$ cat src/rtl/slcd_pkg.sv
`default_nettype none

package slcd_pkg;

  localparam int unsigned BUF_DEPTH    = 64;
  localparam int unsigned ADDR_W       = $clog2(BUF_DEPTH);
  localparam int unsigned CNT_W        = $clog2(BUF_DEPTH + 1);
  localparam int unsigned HEAD_LEN     = 7;
  localparam int unsigned LEN_HIGH_POS = 4;
  localparam int unsigned LEN_LOW_POS  = 5;

  localparam logic [7:0] SYNC_FIRST_RST  = 8'h55;
  localparam logic [7:0] SYNC_SECOND_RST = 8'hAA;

  // register index, taken from the word address
  localparam logic REG_SYNC_FIRST  = 1'b0;
  localparam logic REG_SYNC_SECOND = 1'b1;

  typedef enum logic [2:0] {
    OFF_HOLD,
    OFF_CLR,
    OFF_INC1,
    OFF_INC2,
    OFF_ADD_LEN
  } off_op_e;

  typedef enum logic [2:0] {
    REL_ZERO,
    REL_ONE,
    REL_LENH,
    REL_LENL,
    REL_IDX,
    REL_IDX1
  } rd_sel_e;

  typedef struct packed {
    logic    wr_en;
    off_op_e off_op;
    rd_sel_e rd_sel;
    logic    lenh_ld;
    logic    len_ld;
    logic    sum_step;
    logic    idx_clr;
    logic    emit_ld;
    logic    commit;
  } cmd_t;

  typedef struct packed {
    logic room_ok;
    logic sync1_ok;
    logic sync2_ok;
    logic len_bad;
    logic len_wait;
    logic sum_last;
    logic csum_ok;
    logic emit_last;
    logic out_free;
  } sts_t;

endpackage

`default_nettype wire

$ cat src/rtl/sync_length_checksum_deframer.sv
// Frame parser for a byte stream from a serial link.
// Input channel: one rx_byte_i per transfer (in_valid_i / in_stall_o). Each
// byte is appended to a 64-byte circular buffer, then the buffer is rescanned
// from its oldest byte for frames: two sync bytes, a 16-bit length at bytes
// 4 and 5 counting the whole frame, and a trailing 8-bit additive checksum.
// Output channel: each byte of an accepted frame is one transfer
// (out_valid_o / out_stall_i) with frame_start_o and frame_last_o marks.
// The buffer memory has a single read port, so the rescan reads one byte at
// a time; no new input byte is taken until the rescan for the previous one ends.
// After a good checksum the emit state loads the first frame byte for transfer.
// A stalled receiver holds the output register and only the emission
// waits; scanning resumes once the last frame byte is loaded for transfer.
// Sync bytes are programmed over APB at byte addresses 0 and 4.
// Reset empties the buffer and restores sync values 0x55 and 0xAA.
`default_nettype none

module sync_length_checksum_deframer (
  input  wire logic        clk_i,
  input  wire logic        rst_ni,
  input  wire logic        in_valid_i,
  output logic             in_stall_o,
  input  wire logic [7:0]  rx_byte_i,
  output logic             out_valid_o,
  input  wire logic        out_stall_i,
  output logic [7:0]       frame_byte_o,
  output logic             frame_start_o,
  output logic             frame_last_o,
  input  wire logic        psel,
  input  wire logic        penable,
  input  wire logic        pwrite,
  input  wire logic [2:0]  paddr,
  input  wire logic [31:0] pwdata,
  output logic [31:0]      prdata,
  output logic             pready
);

  slcd_pkg::cmd_t cmd;
  slcd_pkg::sts_t sts;

  logic [7:0] sync_first_q;
  logic [7:0] sync_second_q;
  logic       cfg_wr;
  logic       reg_sel;

  assign pready  = 1'b1;
  assign cfg_wr  = psel && penable && pwrite && pready;
  assign reg_sel = paddr[2];

  always_ff @(posedge clk_i or negedge rst_ni) begin
    if (!rst_ni) begin
      sync_first_q  <= slcd_pkg::SYNC_FIRST_RST;
      sync_second_q <= slcd_pkg::SYNC_SECOND_RST;
    end else if (cfg_wr) begin
      if (reg_sel == slcd_pkg::REG_SYNC_FIRST) begin
        sync_first_q <= pwdata[7:0];
      end else begin
        sync_second_q <= pwdata[7:0];
      end
    end
  end

  assign prdata = (reg_sel == slcd_pkg::REG_SYNC_FIRST) ? {24'd0, sync_first_q}
                                                        : {24'd0, sync_second_q};

  slcd_ctrl u_ctrl (
    .clk_i      (clk_i),
    .rst_ni     (rst_ni),
    .in_valid_i (in_valid_i),
    .in_stall_o (in_stall_o),
    .cmd_o      (cmd),
    .sts_i      (sts)
  );

  slcd_datapath u_datapath (
    .clk_i         (clk_i),
    .rst_ni        (rst_ni),
    .cmd_i         (cmd),
    .sts_o         (sts),
    .rx_byte_i     (rx_byte_i),
    .sync_first_i  (sync_first_q),
    .sync_second_i (sync_second_q),
    .out_valid_o   (out_valid_o),
    .out_stall_i   (out_stall_i),
    .frame_byte_o  (frame_byte_o),
    .frame_start_o (frame_start_o),
    .frame_last_o  (frame_last_o)
  );

  // a pending output byte is never overwritten
  assert property (@(posedge clk_i) disable iff (!rst_ni)
    cmd.emit_ld |-> sts.out_free)
    else $error("output register loaded while a transfer is pending");

  // no scan or emission work while the input side is open
  assert property (@(posedge clk_i) disable iff (!rst_ni)
    !in_stall_o |-> (!cmd.emit_ld && !cmd.sum_step && !cmd.len_ld))
    else $error("datapath busy while accepting input");

  // an accepted byte is always followed by a scan cycle
  assert property (@(posedge clk_i) disable iff (!rst_ni)
    (in_valid_i && !in_stall_o) |=> in_stall_o)
    else $error("input accepted without a following scan");

endmodule

`default_nettype wire

$ cat src/rtl/slcd_datapath.sv
`default_nettype none

module slcd_datapath (
  input  wire logic          clk_i,
  input  wire logic          rst_ni,
  input  wire slcd_pkg::cmd_t cmd_i,
  output slcd_pkg::sts_t     sts_o,
  input  wire logic [7:0]    rx_byte_i,
  input  wire logic [7:0]    sync_first_i,
  input  wire logic [7:0]    sync_second_i,
  output logic               out_valid_o,
  input  wire logic          out_stall_i,
  output logic [7:0]         frame_byte_o,
  output logic               frame_start_o,
  output logic               frame_last_o
);

  localparam int unsigned AW = slcd_pkg::ADDR_W;
  localparam int unsigned CW = slcd_pkg::CNT_W;

  logic [7:0] mem [slcd_pkg::BUF_DEPTH];

  // circular buffer: head_q marks the oldest unconsumed byte
  logic [AW-1:0] head_q, head_d;
  logic [CW-1:0] fill_q, fill_d;
  logic [CW-1:0] off_q, off_d;
  logic [CW-1:0] idx_q, idx_d;
  logic [CW-1:0] len_q, len_d;
  logic [7:0]    sum_q, sum_d;
  logic [7:0]    lenh_q, lenh_d;
  logic [7:0]    rdata_q;
  logic          out_valid_q, out_valid_d;
  logic [7:0]    obyte_q, obyte_d;
  logic          ofirst_q, ofirst_d;
  logic          olast_q, olast_d;

  logic          full;
  logic [AW-1:0] wr_addr;
  logic [AW-1:0] rd_addr;
  logic [CW-1:0] rel;
  logic [CW-1:0] avail;
  logic [CW-1:0] idx_inc;

  assign full    = (fill_q == CW'(slcd_pkg::BUF_DEPTH));
  assign wr_addr = head_q + fill_q[AW-1:0];
  assign avail   = fill_q - off_q;
  assign idx_inc = idx_q + CW'(1);

  always_comb begin
    case (cmd_i.rd_sel)
      slcd_pkg::REL_ZERO: rel = '0;
      slcd_pkg::REL_ONE:  rel = CW'(1);
      slcd_pkg::REL_LENH: rel = CW'(slcd_pkg::LEN_HIGH_POS);
      slcd_pkg::REL_LENL: rel = CW'(slcd_pkg::LEN_LOW_POS);
      slcd_pkg::REL_IDX:  rel = idx_q;
      slcd_pkg::REL_IDX1: rel = idx_inc;
      default:            rel = '0;
    endcase
  end

  assign rd_addr = head_q + off_q[AW-1:0] + rel[AW-1:0];

  always_ff @(posedge clk_i) begin
    if (cmd_i.wr_en && !full) begin
      mem[wr_addr] <= rx_byte_i;
    end
    rdata_q <= mem[rd_addr];
  end

  always_comb begin
    head_d      = head_q;
    fill_d      = fill_q;
    off_d       = off_q;
    idx_d       = idx_q;
    len_d       = len_q;
    sum_d       = sum_q;
    lenh_d      = lenh_q;
    out_valid_d = out_valid_q && out_stall_i;
    obyte_d     = obyte_q;
    ofirst_d    = ofirst_q;
    olast_d     = olast_q;

    if (cmd_i.wr_en && !full) begin
      fill_d = fill_q + CW'(1);
    end
    if (cmd_i.commit) begin
      head_d = head_q + off_q[AW-1:0];
      fill_d = fill_q - off_q;
    end

    case (cmd_i.off_op)
      slcd_pkg::OFF_HOLD:    off_d = off_q;
      slcd_pkg::OFF_CLR:     off_d = '0;
      slcd_pkg::OFF_INC1:    off_d = off_q + CW'(1);
      slcd_pkg::OFF_INC2:    off_d = off_q + CW'(2);
      slcd_pkg::OFF_ADD_LEN: off_d = off_q + len_q;
      default:               off_d = off_q;
    endcase

    if (cmd_i.lenh_ld) begin
      lenh_d = rdata_q;
    end
    if (cmd_i.len_ld) begin
      len_d = rdata_q[CW-1:0];
      sum_d = '0;
      idx_d = '0;
    end
    if (cmd_i.sum_step) begin
      sum_d = sum_q + rdata_q;
      idx_d = idx_inc;
    end
    if (cmd_i.idx_clr) begin
      idx_d = '0;
    end
    if (cmd_i.emit_ld) begin
      out_valid_d = 1'b1;
      obyte_d     = rdata_q;
      ofirst_d    = (idx_q == '0);
      olast_d     = (idx_inc == len_q);
      idx_d       = idx_inc;
    end
  end

  always_ff @(posedge clk_i or negedge rst_ni) begin
    if (!rst_ni) begin
      head_q      <= '0;
      fill_q      <= '0;
      off_q       <= '0;
      out_valid_q <= 1'b0;
    end else begin
      head_q      <= head_d;
      fill_q      <= fill_d;
      off_q       <= off_d;
      out_valid_q <= out_valid_d;
    end
  end

  always_ff @(posedge clk_i) begin
    idx_q    <= idx_d;
    len_q    <= len_d;
    sum_q    <= sum_d;
    lenh_q   <= lenh_d;
    obyte_q  <= obyte_d;
    ofirst_q <= ofirst_d;
    olast_q  <= olast_d;
  end

  assign sts_o.room_ok   = (avail >= CW'(slcd_pkg::HEAD_LEN));
  assign sts_o.sync1_ok  = (rdata_q == sync_first_i);
  assign sts_o.sync2_ok  = (rdata_q == sync_second_i);
  // rdata_q holds the low length byte when this is looked at
  assign sts_o.len_bad   = (lenh_q != 8'd0)
                        || (rdata_q > 8'(slcd_pkg::BUF_DEPTH))
                        || (rdata_q < 8'(slcd_pkg::HEAD_LEN));
  assign sts_o.len_wait  = ({1'b0, avail} < {1'b0, rdata_q[CW-1:0]});
  assign sts_o.sum_last  = ((idx_q + CW'(2)) == len_q);
  assign sts_o.csum_ok   = (rdata_q == sum_q);
  assign sts_o.emit_last = (idx_inc == len_q);
  assign sts_o.out_free  = !out_valid_q || !out_stall_i;

  assign out_valid_o   = out_valid_q;
  assign frame_byte_o  = obyte_q;
  assign frame_start_o = ofirst_q;
  assign frame_last_o  = olast_q;

endmodule

`default_nettype wire

$ cat src/rtl/slcd_ctrl.sv
`default_nettype none

module slcd_ctrl (
  input  wire logic           clk_i,
  input  wire logic           rst_ni,
  input  wire logic           in_valid_i,
  output logic                in_stall_o,
  output slcd_pkg::cmd_t      cmd_o,
  input  wire slcd_pkg::sts_t sts_i
);

  typedef enum logic [8:0] {
    S_IDLE  = 9'b000000001,
    S_CHECK = 9'b000000010,
    S_SYNC1 = 9'b000000100,
    S_SYNC2 = 9'b000001000,
    S_LENH  = 9'b000010000,
    S_LENL  = 9'b000100000,
    S_SUM   = 9'b001000000,
    S_CSUM  = 9'b010000000,
    S_EMIT  = 9'b100000000
  } state_e;

  state_e state_q, state_d;

  // each state issues the read whose data the next state looks at
  always_comb begin
    state_d        = state_q;
    cmd_o          = '0;
    cmd_o.off_op   = slcd_pkg::OFF_HOLD;
    cmd_o.rd_sel   = slcd_pkg::REL_IDX;

    case (state_q)
      S_IDLE: begin
        if (in_valid_i) begin
          cmd_o.wr_en  = 1'b1;
          cmd_o.off_op = slcd_pkg::OFF_CLR;
          state_d      = S_CHECK;
        end
      end
      S_CHECK: begin
        if (sts_i.room_ok) begin
          cmd_o.rd_sel = slcd_pkg::REL_ZERO;
          state_d      = S_SYNC1;
        end else begin
          cmd_o.commit = 1'b1;
          state_d      = S_IDLE;
        end
      end
      S_SYNC1: begin
        cmd_o.rd_sel = slcd_pkg::REL_ONE;
        if (!sts_i.sync1_ok) begin
          cmd_o.off_op = slcd_pkg::OFF_INC1;
          state_d      = S_CHECK;
        end else begin
          state_d = S_SYNC2;
        end
      end
      S_SYNC2: begin
        cmd_o.rd_sel = slcd_pkg::REL_LENH;
        if (!sts_i.sync2_ok) begin
          cmd_o.off_op = slcd_pkg::OFF_INC1;
          state_d      = S_CHECK;
        end else begin
          state_d = S_LENH;
        end
      end
      S_LENH: begin
        cmd_o.rd_sel  = slcd_pkg::REL_LENL;
        cmd_o.lenh_ld = 1'b1;
        state_d       = S_LENL;
      end
      S_LENL: begin
        cmd_o.rd_sel = slcd_pkg::REL_ZERO;
        if (sts_i.len_bad) begin
          cmd_o.off_op = slcd_pkg::OFF_INC2;
          state_d      = S_CHECK;
        end else if (sts_i.len_wait) begin
          // frame not complete yet: keep it for the next byte
          cmd_o.commit = 1'b1;
          state_d      = S_IDLE;
        end else begin
          cmd_o.len_ld = 1'b1;
          state_d      = S_SUM;
        end
      end
      S_SUM: begin
        cmd_o.rd_sel   = slcd_pkg::REL_IDX1;
        cmd_o.sum_step = 1'b1;
        if (sts_i.sum_last) begin
          state_d = S_CSUM;
        end
      end
      S_CSUM: begin
        cmd_o.rd_sel = slcd_pkg::REL_ZERO;
        if (!sts_i.csum_ok) begin
          cmd_o.off_op = slcd_pkg::OFF_INC2;
          state_d      = S_CHECK;
        end else begin
          cmd_o.idx_clr = 1'b1;
          state_d       = S_EMIT;
        end
      end
      S_EMIT: begin
        if (sts_i.out_free) begin
          cmd_o.emit_ld = 1'b1;
          cmd_o.rd_sel  = slcd_pkg::REL_IDX1;
          if (sts_i.emit_last) begin
            cmd_o.off_op = slcd_pkg::OFF_ADD_LEN;
            state_d      = S_CHECK;
          end
        end
      end
      default: begin
        state_d = S_IDLE;
      end
    endcase
  end

  always_ff @(posedge clk_i or negedge rst_ni) begin
    if (!rst_ni) begin
      state_q <= S_IDLE;
    end else begin
      state_q <= state_d;
    end
  end

  assign in_stall_o = (state_q != S_IDLE);

endmodule

`default_nettype wire
$ cat config.mk
export PLATFORM = sky130hd
export DESIGN_NAME = sync_length_checksum_deframer
export DESIGN_NICKNAME = d
export VERILOG_FILES = /design/src/rtl/slcd_pkg.sv /design/src/rtl/sync_length_checksum_deframer.sv /design/src/rtl/slcd_datapath.sv /design/src/rtl/slcd_ctrl.sv
export SDC_FILE = /design/constraint.sdc
export NUM_CORES = 1
export LEC_CHECK = 0
export ABC_CLOCK_PERIOD_IN_PS = 7200
export BUFFER_PORTS_ARGS = -buffer_cell sky130_fd_sc_hd__buf_2
export CAP_MARGIN = 30
export CORE_ASPECT_RATIO = 0.7
export CORE_MARGIN = 1
export CORE_UTILIZATION = 55
export CTS_CLUSTER_SIZE = 10
export DETAILED_ROUTE_END_ITERATION = 10
export GPL_TIMING_DRIVEN = 0
export HOLD_SLACK_MARGIN = 0.1
export PLACE_DENSITY = 0.83
export SLEW_MARGIN = 20
export SYNTH_ARGS = -nofsm -noshare
export SYNTH_HDL_FRONTEND = slang
export SYNTH_SLANG_ARGS = --single-unit
$ cat constraint.sdc
create_clock -name clk_i -period 7.2 [get_ports clk_i]
set_clock_uncertainty 0.2 [all_clocks]
set_input_delay 0.36 -clock clk_i [delete_from_list [all_inputs] [get_ports clk_i]]
set_output_delay 0.36 -clock clk_i [all_outputs]
set_load 0.02 [all_outputs]
==> key figures, run 1 <==
STA
  – Worst relative slew slack: 30.4%
  – RSZ-0062 raised after global routing: false
  – TNS Setup: 0 ps
  – Final Setup Violations: 0
  – Tcrit/Tclk final: 95.0%
  – Final Hold Viols: 0
  – Shortest period the worst path allows: 6840 ps
  – Slew Limit Fails: 0
  – Peak Freq: 146 MHz
  – Worst Tran Pin Value: 1040 ps

Detailed routing
  – Antenna violation net count after detailed routing: 0
  – Via count: 14500
  – Total routed wirelength: 63700 um
  – Via density per instance: 6.47
  – DRT Pass-1 Iters: 6
  – Number of DRC markers in iteration 0: 1790
  – Residual DRC count: 0
  – Routed len/inst: 28.4 um

Clock tree
  – CTS tree: done
  – Clock sinks: 606
  – H-tree depth: 3
  – Root Driver: clkbuf_16
  – Clk Latency, worst-skew pair: 600 ps
  – CTS Buf Count: 70
  – Worst-path clk slew: 60 ps
  – CTS max path bufs: 3
  – Post-CTS setup buffer count: 0

Power
  – Cell area power density: 376 nW/um^2
  – Peak supply drop: 0.000264 V
  – P_leak: 9.93 nW
  – PnR Total Power: 11.1 mW

GRT
  – GRT Overall Usage: 27.5%
  – First-pass GRT wire length: 94600 um
  – Remaining Overflow, GRT: 0
  – Initial antenna violation count: 2
  – Pin count of the biggest net entering global routing: 65
  – Vias in the first global route: 14600

Cells and area
  – Final-stage net count: 1703
  – Post-Route Utilization: 63.4%
  – Layout filler cell count: 3032
  – P&R area growth vs syn: 13.5%
  – # diodes: 0
  – Post-route non-filler standard cell count: 2244
  – Layout cell share with drive strength beyond 1: 24.8%

Logic synthesis
  – Multiplexer share of the synthesized area: 16.2%
  – Post-Synth Adder-Cell Area: 2.66%
  – Ys async rst share: 7.59%
  – Xor/xnor cell area share of the yosys netlist: 2.84%
  – Post-synthesis compound-gate area fraction: 2.41%
  – Syn Inst Count: 1429
  – Post-synth EDFFs: 552
  – Synthesized area: 26000 sq um
  – Synth Warn #: 0
  – Main combinational cell family by area after synthesis: multiplexers
  – Synth Area in Simple Gates: 4.89%
  – Netlist cell types: 71
  – Ys flop type: edfxtp_1
  – Synth Register Bits: 606
  – Syn avg cell area: 18.2 sq um
  – Seq/Total Area, Yosys: 68.9%

Hold path
  – Worst hold path class: input port to asynchronous set/reset pin

Placed design
  – RD Place Congestion: 0.907
  – Detail Placement HPWL: 40500 um
  – IO buf count: 42
  – Placed Cells: 2117

Die
  – Chip Width: 262 um
  – Die Span Y: 184 um
  – Die ar.: 48100 sq um
  – IO Pins: 95
  – Starting density of the core: 55.8%
  – Core area: 46600 sq um
  – FP Rows: 66

Setup path
  – CP required: 7470 ps
  – Arr. time, crit path: 7120 ps
  – Crit Path Class: register to register
  – Crit-path max FO: 10
  – CP Launch Type: register
  – Crit end category: register

Outcome
  – Status: completed

Flow run
  – Max-cap check violation count: 0
## sequential cells by signal (all words and copies together), names as in the netlist, 8 cells and up
register	cells
u_datapath.rdata_q	8
sync_second_q	8
u_ctrl.state_q	9
u_datapath.mem	512
sync_first_q	8
u_datapath.sum_q	8
u_datapath.lenh_q	8
u_datapath.frame_byte_o	8
## per-layer routing
metal,track usage (%),vias up,routed length (um)
li1,-,5944,-
met1,41.0,7402,25200
met2,40.0,1044,29000
met3,6.80,132,7650
met4,8.65,4,1730
met5,0.514,-,50
## cell usage after synthesis (3+ instances only)
master    number  area [sq um]
o21ai_0       15          75.1
mux2_2        28           315
inv_1         46           173
mux4_2       160          3600
nor3_1        13          65.1
a21o_1        12          90.1
nor2_1       123           462
dfstp_2        9           236
a21oi_2        3          26.3
nand3_1       13          65.1
a21oi_1       32           160
nand2b_1      10          62.6
buf_2          3          15.0
buf_1         11          41.3
nand3b_1       7          52.6
o21bai_1       4          30.0
xnor2_1       37           324
edfxtp_1     552         16600
buf_4         26           195
ha_1          44           551
fa_1           6           120
and3_1         5          31.3
nand2_1       38           143
clkbuf_1      31           116
nor4_1         8          50.1
nor2b_1       11          68.8
nand4_1       13          81.3
dfxtp_1        8           160
mux2i_1       28           280
xor2_1        39           342
and3_2         5          37.5
dfrtp_1       37           926
## area by class of cell
class                   count  area (sq um)  share of cell area, %
flip-flops and latches    606         17900                   60.7
multi-input cells         727          7630                   25.9
clock buffers              94          1860                   6.31
well taps                 612           766                   2.59
repair buffers             79           682                   2.31
plain buffers              73           400                   1.36
inverters                  46           173                  0.585
clock inverters             7          97.6                  0.331
## repair_timing
item	4_1_cts	5_1_grt
hold endpoints to repair	193	0
endpoints found under the setup margin	0	8
gates resized for setup	0	15
hold buffers	18	0
## worst paths after layout
check | startpoint | to | slack (ps) | depth (start not counted)
setup / recovery | u_datapath.off_q[1] | u_datapath.rdata_q[1] | 360 | 18
hold / removal | rst_ni | u_datapath.fill_q[4] | 130 | 3
setup reg to reg | u_datapath.off_q[1] | u_datapath.rdata_q[1] | 360 | 18
hold reg to reg | sync_first_q[5] | sync_first_q[5] | 380 | 1
max in group asynchronous | rst_ni | u_datapath.head_q[2] | 5450 | 3
min in group clk_i | rx_byte_i[2] | u_datapath.mem[4][2] | 150 | 1
## power by group
part | switching, mW | leakage (nW) | total, mW | internal [mW]
sequential | 0.204 | 5.60 | 4.22 | 4.01
combinational | 2.08 | 3.38 | 3.74 | 1.66
clock | 1.34 | 0.948 | 3.14 | 1.80
total | 3.62 | 9.93 | 11.1 | 7.48
## per-stage QoR
step / worst slack, ps / area, sq um / hold WS, ps
finish: 357 / 29500 / 133
global route: 161 / 29500 / 157
detailed placement: 269 / 27300 / 131
CTS: 218 / 29400 / 142
global placement: 446 / 27100 / 334
floorplan: 2000 / 26100 / -136
## kinds of logic after synthesis
group	after synthesis
fa+ha+maj	52
mux	216
buf+inv	119
xor+xnor	79
flops	606
simple gates	262
other cells	2
compound gates	93
## cell usage in the layout (no fill, tap or decap), types with 12 or more instances in the layout
master	instances
nor3_1	13
buf_4	27
dfrtp_1	37
clkbuf_16	71
mux2_2	28
nand2_1	38
nor2_1	123
conb_1	25
buf_2	45
xnor2_1	37
ha_1	44
o21ai_0	15
a21o_1	12
a21oi_1	31
mux4_2	160
nand4_1	13
clkbuf_1	47
edfxtp_1	552
xor2_1	39
inv_1	46
dlygate4sd3_1	18
nand3_1	13
mux2i_1	28
## worst max-delay path: stages, from the launching register on
cell,delay [ps]
dfrtp_1,480
inv_1,240
fa_1,510
a211oi_1,310
o31ai_1,150
a21oi_1,190
xnor2_1,250
nand4_1,250
a32oi_2,450
a221o_1,280
ha_1,200
inv_1,70
fa_1,530
clkbuf_1,620
clkbuf_1,610
mux4_2,440
mux4_2,500
mux2i_1,310
mux2i_1,120
No activity file was read; power rests on OpenSTA's default activity.
==> run 2: changes to the inputs <==
--- a/config.mk
+++ b/config.mk
@@ -6,7 +6,7 @@
 export NUM_CORES = 1
 export LEC_CHECK = 0
 export ABC_CLOCK_PERIOD_IN_PS = 7200
-export BUFFER_PORTS_ARGS = -buffer_cell sky130_fd_sc_hd__buf_2
+export BUFFER_PORTS_ARGS = -buffer_cell sky130_fd_sc_hd__clkbuf_2
 export CAP_MARGIN = 30
 export CORE_ASPECT_RATIO = 0.7
 export CORE_MARGIN = 1
==> key figures, run 2 (synthesis results as in run 1) <==
Clock tree
  – H-tree depth: 3
  – Worst-path clk slew: 60 ps
  – Clock sinks: 606
  – CTS max path bufs: 3
  – Clk Latency, worst-skew pair: 590 ps
  – Root Driver: clkbuf_16
  – CTS Buf Count: 70
  – CTS tree: done

Setup path
  – CP required: 7460 ps
  – Max incr delay on CP: 740 ps
  – Critical-path cell list: inv_1 > fa_1 > a211oi_1 > o31ai_1 > a21oi_1 > xnor2_1 > nand4_1 > a32oi_2 > a221o_1 > ha_1 > clkbuf_1 > buf_1 > mux4_2 > mux4_2 > mux2i_1 > mux2i_1
  – Worst r2r src: u_datapath.off_q[1]
  – Crit end category: register
  – Slowest stage cell, crit path: buf_1
  – R2R cell count: 16
  – Crit Path Class: register to register
  – CP Launch Type: register
  – Crit-path max FO: 10
  – Reg2reg setup slack: 500 ps
  – Arr. time, crit path: 6960 ps
  – Reg2reg end: u_datapath.rdata_q[4]

Detailed routing
  – Antenna violation net count after detailed routing: 0
  – Max Used Layer: met5
  – Metal3 WL: 7220 um
  – Metal-1 WL: 25000 um
  – Met2 routed WL: 28900 um
  – Residual DRC count: 0
  – Total routed wirelength: 63300 um
  – Via density per instance: 6.35
  – Number of DRC markers in iteration 0: 1679
  – Routed len/inst: 28.3 um
  – Via count: 14200
  – DRT Pass-1 Iters: 6

Placed design
  – Detail Placement HPWL: 39800 um
  – IO buf count: 42
  – RD Place Congestion: 0.911

STA
  – Peak Freq: 149 MHz
  – TNS Setup: 0 ps
  – Worst relative slew slack: 32.7%
  – Tcrit/Tclk final: 93.0%
  – RSZ-0062 raised after global routing: false
  – Worst Tran Pin Value: 1010 ps
  – Smallest hold slack: 173 ps
  – Slew Limit Fails: 0
  – Shortest period the worst path allows: 6700 ps
  – Final Setup Violations: 0
  – Final Hold Viols: 0

Die
  – FP Rows: 66
  – Die ar.: 48100 sq um
  – Chip Width: 262 um
  – Die Span Y: 184 um
  – Core area: 46600 sq um
  – IO Pins: 95
  – Starting density of the core: 55.8%

Power
  – P_sw: 3.65 mW
  – Clock share of power: 28.5%
  – Sequential share of power: 37.8%
  – Logic pwr share: 33.7%
  – Peak supply drop: 0.000277 V
  – Switching Share: 32.8%
  – Internal Dissipation: 7.48 mW
  – Cell area power density: 379 nW/um^2
  – P_leak: 9.88 nW

Cells and area
  – Most flops, register: u_datapath.mem
  – Max reg flops: 512
  – P&R area growth vs syn: 13.0%
  – Layout cell share with drive strength beyond 1: 24.8%
  – Commonest non-fill, non-tap cells in the layout: edfxtp_1 (552), mux4_2 (160), nor2_1 (123)
  – Final-stage net count: 1692
  – Top flop regs: u_datapath.mem: 512 flops, u_ctrl.state_q: 9 flops
  – Most common cell after layout, fill and taps aside: edfxtp_1

Outcome
  – Status: completed

GRT
  – Pin count of the biggest net entering global routing: 65
  – Initial antenna violation count: 6
  – First-pass GRT wire length: 92100 um
  – Vias in the first global route: 14200
  – Remaining Overflow, GRT: 0
  – GRT Overall Usage: 26.8%

Hold path
  – Worst hold path class: input port to asynchronous set/reset pin

Flow run
  – Max-cap check violation count: 0
==> run 2: layer usage <==
layer	up-vias	track usage (%)
met5	-	0.720
li1	5924	-
met1	7277	37.3
met2	822	39.2
met4	10	9.67
met3	177	9.44
==> run 2: area by class of cell <==
cell class | instances | area, sq um
Tap cell | 612 | 766
Antenna cell | 2 | 5.00
Clock buffer | 97 | 1870
Buffer | 73 | 403
Multi-Input combinational cell | 727 | 7630
Timing Repair Buffer | 68 | 533
Fill cell | 3085 | 17200
Inverter | 46 | 173
Clock inverter | 7 | 93.8
Sequential cell | 606 | 17900
==> run 2: timing repair <==
item                                    4_1_cts  5_1_grt
gates resized for setup                       0       19
hold buffers                                 11        0
endpoints found under the setup margin        0        8
hold endpoints to repair                     72        0
setup buffers                                 0        0
==> run 2: how the worst max path moves through the flow <==
| stage | from | endpoint | slack (ps) |
|---|---|---|---|
| after global routing | u_datapath.off_q[1] | u_datapath.rdata_q[6] | 130 |
| after CTS | u_datapath.off_q[1] | u_datapath.rdata_q[6] | 100 |
| after floorplan | u_datapath.fill_q[0] | u_datapath.rdata_q[0] | 2000 |
| after global placement | u_datapath.off_q[1] | u_datapath.rdata_q[1] | 380 |
| final | u_datapath.off_q[1] | u_datapath.rdata_q[4] | 500 |
| after detailed placement | u_datapath.off_q[1] | u_datapath.rdata_q[4] | 230 |
==> run 2: worst max-delay path, delay by kind of cell, from the launching register on <==
| kind | cells | cell delay (ps) |
|---|---|---|
| flip-flops | 1 | 490 |
| adder cells (fa/ha/maj) | 2 | 660 |
| XOR/XNOR | 1 | 270 |
| buffers and inverters | 3 | 1610 |
| AO/OA/AOI/OAI | 5 | 1420 |
| AND/OR/NAND/NOR | 1 | 290 |
| multiplexers | 4 | 1610 |
==> run 2: power groups by stage <==
stage / Clock, mW / Combinational [mW] / Sequential [mW]
2_1_floorplan: 0 / 2.44 / 4.18
3_3_place_gp: 0 / 3.38 / 4.26
3_5_place_dp: 0 / 3.51 / 4.27
4_1_cts: 3.20 / 3.61 / 4.20
5_1_grt: 3.31 / 3.93 / 4.22
6_report: 3.18 / 3.75 / 4.21
==> run 2: per-stage QoR <==
step	area [sq um]	utilization (%)	total power, mW	worst slack (ps)	std cells
final	29400	63.1	11.1	502	2238
after global routing	29400	63.1	11.5	130	2236
after CTS	29200	62.8	11.0	103	2225
after detailed placement	27200	58.3	7.77	226	2110
after global placement	27100	58.1	7.63	384	2106
after floorplan	26100	-	6.62	2000	1452
